### src/sv/stt_pkg.sv
// ----------------------------------------------------------------------------
// stt_pkg
// Shared types and constants of the software timer table.
// ----------------------------------------------------------------------------
package stt_pkg;

  localparam int SLOTS  = 32;
  localparam int IDX_W  = (SLOTS > 1) ? $clog2(SLOTS) : 1;
  localparam int CNT_W  = $clog2(SLOTS + 1);
  localparam int TIME_W = 32;
  localparam int HID_W  = 8;
  localparam int SLOT_W = 5;

  typedef enum logic [1:0] {
    REQ_REGISTER   = 2'd0,
    REQ_DEREGISTER = 2'd1,
    REQ_TICK       = 2'd2,
    REQ_REAP       = 2'd3
  } req_e;

  typedef enum logic [1:0] {
    KIND_REGISTERED = 2'd0,
    KIND_FULL       = 2'd1,
    KIND_FIRED      = 2'd2,
    KIND_DONE       = 2'd3
  } kind_e;

  // One timer slot as held in memory.
  typedef struct packed {
    logic [TIME_W-1:0] fire_time;
    logic [TIME_W-1:0] reload;
    logic [HID_W-1:0]  owner;
  } slot_ent_t;

  // Write port bundle into the slot memory.
  typedef struct packed {
    logic             we;
    logic [IDX_W-1:0] addr;
    slot_ent_t        data;
  } mem_wr_t;

endpackage

### src/sv/stt_slot_mem.sv
// ----------------------------------------------------------------------------
// stt_slot_mem
// Slot memory with registered read and per-entry valid bits; an entry never
// written since reset reads as all zero.
// ----------------------------------------------------------------------------
module stt_slot_mem (
  input  logic                    clk_i,
  input  logic                    rst_ni,
  input  logic                    rd_en_i,
  input  logic [stt_pkg::IDX_W-1:0] rd_addr_i,
  output stt_pkg::slot_ent_t      rd_data_o,
  input  stt_pkg::mem_wr_t        wr_i
);
  import stt_pkg::*;

  slot_ent_t        mem [SLOTS];
  logic [SLOTS-1:0] vld_q;
  slot_ent_t        rd_data_q;
  logic             rd_vld_q;

  always_ff @(posedge clk_i) begin
    if (wr_i.we) begin
      mem[wr_i.addr] <= wr_i.data;
    end
    if (rd_en_i) begin
      rd_data_q <= mem[rd_addr_i];
    end
  end

  always_ff @(posedge clk_i or negedge rst_ni) begin
    if (!rst_ni) begin
      vld_q    <= '0;
      rd_vld_q <= 1'b0;
    end else begin
      if (wr_i.we) begin
        vld_q[wr_i.addr] <= 1'b1;
      end
      if (rd_en_i) begin
        rd_vld_q <= vld_q[rd_addr_i];
      end
    end
  end

  assign rd_data_o = rd_vld_q ? rd_data_q : '0;

endmodule

### src/sv/software_timer_table.sv
// ----------------------------------------------------------------------------
// software_timer_table
// Table of timer slots: register, deregister, tick and reap requests.
// ----------------------------------------------------------------------------
// Each request scans every slot of the slot memory in order, one slot read
// per cycle while the result stream does not stall, and writes a modified
// slot back once its read data is processed. Register and tick end with a
// finish step after the scan; deregister and reap go back to idle straight
// from the scan. The scan is paced by the single read port of the slot
// memory and is held whenever the result stream stalls. Register returns one
// result (registered with slot, or full); tick returns one fired result per
// due slot, then done with tlast. Deregister and reap return nothing. After
// reset every slot reads as free at once, with no clearing pass.
module software_timer_table (
  input  logic         clk_i,
  input  logic         rst_ni,
  // request stream
  input  logic         s_axis_tvalid_i,
  output logic         s_axis_tready_o,
  input  logic [103:0] s_axis_tdata_i,  // now_tick[31:0], delay, repeat_interval,
                                        // handler_id[7:0]
  input  logic [1:0]   s_axis_tuser_i,  // req_type[1:0]
  // result stream
  output logic         m_axis_tvalid_o,
  input  logic         m_axis_tready_i,
  output logic [15:0]  m_axis_tdata_o,  // slot[4:0], fired_handler[7:0], zero pad
  output logic [1:0]   m_axis_tuser_o,  // result_kind[1:0]
  output logic         m_axis_tlast_o
);
  import stt_pkg::*;

  typedef enum logic [2:0] {
    ST_IDLE   = 3'b001,
    ST_SCAN   = 3'b010,
    ST_FINISH = 3'b100
  } state_e;

  state_e st_q, st_d;

  // captured request
  req_e              req_q;
  logic [TIME_W-1:0] now_q, dly_q, rep_q;
  logic [HID_W-1:0]  hid_q;

  // scan pipeline: read issue, then process
  logic [CNT_W-1:0]  rd_idx_q, rd_idx_d;
  logic              proc_vld_q, proc_vld_d;
  logic [IDX_W-1:0]  proc_idx_q, proc_idx_d;
  logic              found_q, found_d;
  logic [IDX_W-1:0]  hit_idx_q, hit_idx_d;

  // result register
  logic              out_vld_q, out_vld_d;
  kind_e             out_kind_q, out_kind_d;
  logic [SLOT_W-1:0] out_slot_q, out_slot_d;
  logic [HID_W-1:0]  out_hid_q, out_hid_d;
  logic              out_last_q, out_last_d;

  logic              s_acc;
  logic              adv;       // result register can take a new transaction
  logic              rd_en;
  logic              scan_end;
  slot_ent_t         ent;
  mem_wr_t           wr;

  assign s_axis_tready_o = (st_q == ST_IDLE);
  assign s_acc           = s_axis_tvalid_i && s_axis_tready_o;
  assign adv             = !out_vld_q || m_axis_tready_i;
  assign scan_end        = (rd_idx_q == CNT_W'(SLOTS));
  assign rd_en           = (st_q == ST_SCAN) && adv && !scan_end;

  stt_slot_mem u_mem (
    .clk_i     (clk_i),
    .rst_ni    (rst_ni),
    .rd_en_i   (rd_en),
    .rd_addr_i (rd_idx_q[IDX_W-1:0]),
    .rd_data_o (ent),
    .wr_i      (wr)
  );

  always_comb begin
    st_d       = st_q;
    rd_idx_d   = rd_idx_q;
    proc_vld_d = proc_vld_q;
    proc_idx_d = proc_idx_q;
    found_d    = found_q;
    hit_idx_d  = hit_idx_q;
    out_vld_d  = out_vld_q && !m_axis_tready_i;
    out_kind_d = out_kind_q;
    out_slot_d = out_slot_q;
    out_hid_d  = out_hid_q;
    out_last_d = out_last_q;
    wr         = '0;
    wr.addr    = proc_idx_q;
    wr.data    = ent;

    case (st_q)
      ST_IDLE: begin
        if (s_acc) begin
          st_d       = ST_SCAN;
          rd_idx_d   = '0;
          proc_vld_d = 1'b0;
          found_d    = 1'b0;
          hit_idx_d  = '0;
        end
      end
      ST_SCAN: begin
        if (adv) begin
          // process the slot whose read data just arrived
          if (proc_vld_q) begin
            case (req_q)
              REQ_REGISTER: begin
                if (!found_q && ent.fire_time == '0) begin
                  wr.we             = 1'b1;
                  wr.data.fire_time = TIME_W'(now_q + dly_q);
                  wr.data.reload    = rep_q;
                  wr.data.owner     = hid_q;
                  found_d           = 1'b1;
                  hit_idx_d         = proc_idx_q;
                end
              end
              REQ_DEREGISTER: begin
                if (!found_q && hid_q != '0 && ent.owner == hid_q) begin
                  wr.we     = 1'b1;
                  wr.data   = '0;
                  found_d   = 1'b1;
                end
              end
              REQ_TICK: begin
                if (ent.fire_time != '0 && ent.fire_time == now_q) begin
                  out_vld_d  = 1'b1;
                  out_kind_d = KIND_FIRED;
                  out_slot_d = SLOT_W'(proc_idx_q);
                  out_hid_d  = ent.owner;
                  out_last_d = 1'b0;
                  if (ent.reload != '0) begin
                    wr.we             = 1'b1;
                    wr.data.fire_time = TIME_W'(now_q + ent.reload);
                  end
                end
              end
              REQ_REAP: begin
                if (ent.fire_time != '0 && ent.fire_time < now_q) begin
                  wr.we   = 1'b1;
                  wr.data = '0;
                end
              end
              default: ;
            endcase
          end
          // issue the next read
          proc_vld_d = !scan_end;
          proc_idx_d = rd_idx_q[IDX_W-1:0];
          if (!scan_end) begin
            rd_idx_d = rd_idx_q + CNT_W'(1);
          end else if (req_q == REQ_REGISTER || req_q == REQ_TICK) begin
            st_d = ST_FINISH;
          end else begin
            st_d = ST_IDLE;
          end
        end
      end
      ST_FINISH: begin
        if (adv) begin
          out_vld_d  = 1'b1;
          out_hid_d  = '0;
          out_last_d = 1'b1;
          if (req_q == REQ_TICK) begin
            out_kind_d = KIND_DONE;
            out_slot_d = '0;
          end else begin
            out_kind_d = found_q ? KIND_REGISTERED : KIND_FULL;
            out_slot_d = found_q ? SLOT_W'(hit_idx_q) : '0;
          end
          st_d = ST_IDLE;
        end
      end
      default: st_d = ST_IDLE;
    endcase
  end

  always_ff @(posedge clk_i or negedge rst_ni) begin
    if (!rst_ni) begin
      st_q       <= ST_IDLE;
      rd_idx_q   <= '0;
      proc_vld_q <= 1'b0;
      found_q    <= 1'b0;
      out_vld_q  <= 1'b0;
    end else begin
      st_q       <= st_d;
      rd_idx_q   <= rd_idx_d;
      proc_vld_q <= proc_vld_d;
      found_q    <= found_d;
      out_vld_q  <= out_vld_d;
    end
  end

  always_ff @(posedge clk_i) begin
    if (s_acc) begin
      req_q <= req_e'(s_axis_tuser_i);
      now_q <= s_axis_tdata_i[31:0];
      dly_q <= s_axis_tdata_i[63:32];
      rep_q <= s_axis_tdata_i[95:64];
      hid_q <= s_axis_tdata_i[103:96];
    end
    proc_idx_q <= proc_idx_d;
    hit_idx_q  <= hit_idx_d;
    out_kind_q <= out_kind_d;
    out_slot_q <= out_slot_d;
    out_hid_q  <= out_hid_d;
    out_last_q <= out_last_d;
  end

  assign m_axis_tvalid_o = out_vld_q;
  assign m_axis_tuser_o  = out_kind_q;
  assign m_axis_tlast_o  = out_last_q;
  assign m_axis_tdata_o  = {3'b000, out_hid_q, out_slot_q};

  // ---------------------------------------------------------------------------
  // Assertions
  // ---------------------------------------------------------------------------
  // only a fired result leaves the transaction open
  a_last_kind: assert property (@(posedge clk_i) disable iff (!rst_ni)
    m_axis_tvalid_o |-> (m_axis_tlast_o == (m_axis_tuser_o != KIND_FIRED)))
    else $error("tlast does not match result kind");

  // an accepted request starts a scan at slot zero
  a_scan_start: assert property (@(posedge clk_i) disable iff (!rst_ni)
    s_acc |=> (st_q == ST_SCAN && rd_idx_q == '0 && !proc_vld_q))
    else $error("scan did not start at slot zero");

  // the scan ends only with the last slot still to process
  a_scan_tail: assert property (@(posedge clk_i) disable iff (!rst_ni)
    (st_q == ST_SCAN && scan_end) |-> proc_vld_q)
    else $error("scan end without pending slot");

endmodule

### config.mk
export PLATFORM = sky130hd
export DESIGN_NAME = software_timer_table
export DESIGN_NICKNAME = d
export VERILOG_FILES = /design/src/sv/stt_pkg.sv /design/src/sv/stt_slot_mem.sv /design/src/sv/software_timer_table.sv
export SDC_FILE = /design/constraint.sdc
export NUM_CORES = 2
export LEC_CHECK = 0
export ABC_AREA = 1
export BUFFER_PORTS_ARGS = -buffer_cell sky130_fd_sc_hd__buf_2
export CAP_MARGIN = 0
export CORE_MARGIN = 2
export CORE_UTILIZATION = 34
export CTS_BUF_LIST = sky130_fd_sc_hd__clkbuf_8
export DETAILED_ROUTE_END_ITERATION = 6
export PLACE_DENSITY = 0.57
export SLEW_MARGIN = 20
export SYNTH_ARGS = -nofsm -noshare
export SYNTH_HDL_FRONTEND = slang
export SYNTH_SLANG_ARGS = --single-unit
### constraint.sdc
create_clock -name clk_i -period 7.7 [get_ports clk_i]
set_clock_uncertainty 0.15 [all_clocks]
set_input_delay 0.385 -clock clk_i [delete_from_list [all_inputs] [get_ports clk_i]]
set_output_delay 0.385 -clock clk_i [all_outputs]
set_load 0.05 [all_outputs]
==> reports/qor.txt <==
Die area: 314000 µm²
I/O pin cnt: 131
Sequential-to-total area share from yosys stat: 72.7%
Initial Util: 34.1%
Longest Clk Path Bufs: 4
Tcrit/Tclk final: 79.2%
TritonCTS clock tree: yes
DP Cell Count: 12300
CTS Buf Count: 409
Worst path bufs/invs: 2
Crit-path most repeated cell: nand2_1
Synth cell types: 59
Crit Path Category: register to register
Unrepaired setup endpoints after global routing: no
Final Hold Viols: 0
Crit-path max cell delay: 970 ps
Mean number of vias per cell: 5.54
Via count: 73600
Maxcap violations: 0
Root Buffer: clkbuf_8
Post-synthesis instance total: 8474
Synth Flop Type: edfxtp_1
Synth warn: 0
Most frequent cells in the layout: edfxtp_1, nor2_1, o21ai_0
All-Layer GR Usage: 21.6%
H-tree levels: 5
Worst Path Required: 8200 ps
Crit-path cells: nand2_1 -> inv_1 -> ha_1 -> nand2_1 -> nor2_1 -> nand3_1 -> nor2_1 -> nand2_1 -> nor2_2 -> nand3_2 -> nor2_8 -> nor2_8 -> nand2_4 -> nand4_2 -> nor2_4 -> buf_4
Initial DRC Count: 10100
Setup TNS: 0 ps
Nets: 9051
Final setup violation count: 0
Number of synthesized flops with an enable pin: 2508
Cell depth of the worst flop-to-flop path: 16
CP top delay family: simple AND/OR/NAND/NOR gates
Cell Rows: 204
Hold path depth: 6
Mapped Area: 105000 µm²
DRC violations left: 0
Stages on worst setup path: 16
Worst slew pin tran: 1310 ps
Core Box Area: 308000 µm²
Reg-to-reg slack, setup: 1600 ps
Setup bufs post-CTS: 0
Layout Cells excl Fill: 13300
Fmax: 0.164 GHz
PnR worst setup slack: 1600 ps
Initial antenna violation count: 17
Synthesized flop and latch total: 2553
Mean Syn Cell Area: 12.4 µm²
Final Critical Period: 6100 ps
CTS Sinks: 2553
Die height: 560 µm
Status: complete, no violations
DRT antenna net count: 0
Crit end category: register
Fillcell total: 29200
Area growth from synthesis to final layout: 14.8%
VDD IR max: 238 µV
IO Port Bufs: 127
CP Data Arrival Time: 6600 ps
Hold Path Class: primary input to register
Clock slew at reported path FFs: 60 ps
Asr flop ratio synth: 1.76%
LEAKAGE: 41.0 nW
Ratio of cells with drive above 1 in the final layout: 10.3%
Most common cell after layout, fill and taps aside: edfxtp_1
Total Routed Length: 351000 µm
Die Wd: 560 µm
DRT Pass-1 Iters: 6
Routed WL per cell: 26.4 µm
PD cells: 341 nW/µm²
Dpl ws: 1830 ps
Fin. max-slew vios: 0
Crit start category: register
First-pass GRT wire length: 503000 µm
Crit path max fanout: 60
Relative slew margins: 11.7%
Worst-skew pair later-pin latency: 1060 ps
Pwr Total: 41.1 mW
Largest net degree at the start of global routing: 177
Final HPWL DP: 194000 µm
Overflow after GRT: 0
Vias in the first global route: 70200
Gpl congestion: 0.927
Slowest-stage cell, CP: nor2_4
==> repair_timing <==
action | CTS | global route
hold buffers | 216 | 0
endpoints found under the hold margin | 167 | 0
resized for setup | 0 | 0
==> power by group <==
part | leakage, nW | switching, mW | internal [mW]
Sequential | 23.5 | 0.442 | 17.0
Clock | 4.26 | 5.45 | 5.50
Combinational | 13.2 | 9.62 | 3.10
Total | 41.0 | 15.5 | 25.6
==> metrics by stage <==
step | hold WS [ps] | util (%) | cell area [µm²]
floorplan | -60.6 | - | 105000
global placement | 292 | 35.9 | 111000
detailed placement | 301 | 36.0 | 111000
CTS | 66.6 | 39.1 | 121000
global route | 216 | 39.1 | 121000
finish | 202 | 39.1 | 121000
==> final timing paths <==
| kind | startpoint | end |
|---|---|---|
| worst max-delay path | u_mem.rd_vld_q$_DFFE_PN0P_ | u_mem.mem[19][0]$_DFFE_PP_ |
| max in group asynchronous | rst_ni | rd_idx_q[0]$_DFFE_PN0P_ |
| worst max register to register | u_mem.rd_vld_q$_DFFE_PN0P_ | u_mem.mem[19][0]$_DFFE_PP_ |
| min in group asynchronous | rst_ni | u_mem.vld_q[25]$_DFFE_PN0P_ |
| worst min register to register | u_mem.vld_q[25]$_DFFE_PN0P_ | u_mem.vld_q[25]$_DFFE_PN0P_ |
| worst min-delay path | s_axis_tvalid_i | st_q[0]$_DFFE_PN1P_ |
==> state kept, by name (all words and copies together) (netlist names), 6 cells and up <==
name / cells
u_mem.mem: 2304
rd_idx_q: 6
u_mem.vld_q: 32
u_mem.rd_data_q: 72
now_q: 32
hid_q: 8
dly_q: 32
out_hid_q: 8
rep_q: 32
==> cell families (layout without fill, tap and decap cells) <==
logic type	count (synthesis)	count (layout)	share of synthesized area, %
AND/OR/NAND/NOR	2702	2702	10.5
XOR/XNOR	10	10	0.0833
multiplexers	1	1	0.00952
adder cells (fa/ha/maj)	95	95	1.14
AO/OA/AOI/OAI	2242	2242	12.3
other	1	6	0.00357
flip-flops	2553	2553	72.7
buffers and inverters	870	1569	3.31
==> worst register-to-register path, stage by stage, from the launching register on <==
cell	delay, ps
dfrtp_4	910
nand2_1	350
inv_1	160
ha_1	150
nand2_1	60
nor2_1	190
nand3_1	130
nor2_1	100
nand2_1	100
nor2_2	150
nand3_2	160
nor2_8	480
nor2_8	200
nand2_4	280
nand4_2	610
nor2_4	980
buf_4	490
==> Yosys cell counts (all sizes together), types with 4 or more instances <==
master / instances / area [µm²]
xnor2: 5 / 43.8
or2: 14 / 87.6
o21a: 8 / 60.1
nor3: 50 / 272
a211oi: 21 / 158
nand3b: 7 / 52.6
edfxtp: 2508 / 75300
nand3: 307 / 1590
a41oi: 16 / 140
inv: 338 / 1270
a31oi: 75 / 469
o21ai: 1305 / 6530
o221ai: 198 / 1730
dfrtp: 44 / 1100
ha: 94 / 1180
o22ai: 383 / 2400
o21bai: 21 / 158
a21o: 9 / 67.6
xor2: 5 / 43.8
a21oi: 158 / 791
o211ai: 35 / 263
clkbuf: 408 / 1530
nand2: 839 / 3190
buf: 122 / 673
nand4: 47 / 313
a21boi: 4 / 30.0
nor2: 1430 / 5450
==> layout make-up <==
cell class              instances  area [µm²]  area share, %
diodes                          3        7.51        0.00622
clock buffers                 419        5770           4.78
clock inverters               321        1730           1.43
inverters                     340        1330           1.10
multi-input cells            5053       25600           21.2
flip-flops and latches       2553       76500           63.4
well taps                    4120        5150           4.27
repair buffers                489        4610           3.83
==> metal layers <==
layer	wire (µm)	share of wire (%)	vias to the layer above	track usage, %
met1	149000	43	37200	31.2
met3	33500	9.6	513	3.54
met5	0	0	-	0
met4	9270	2.6	0	6.32
li1	-	-	32000	-
met2	158000	45	3871	33.3
Note: power is estimated with default switching activity, not from simulation.
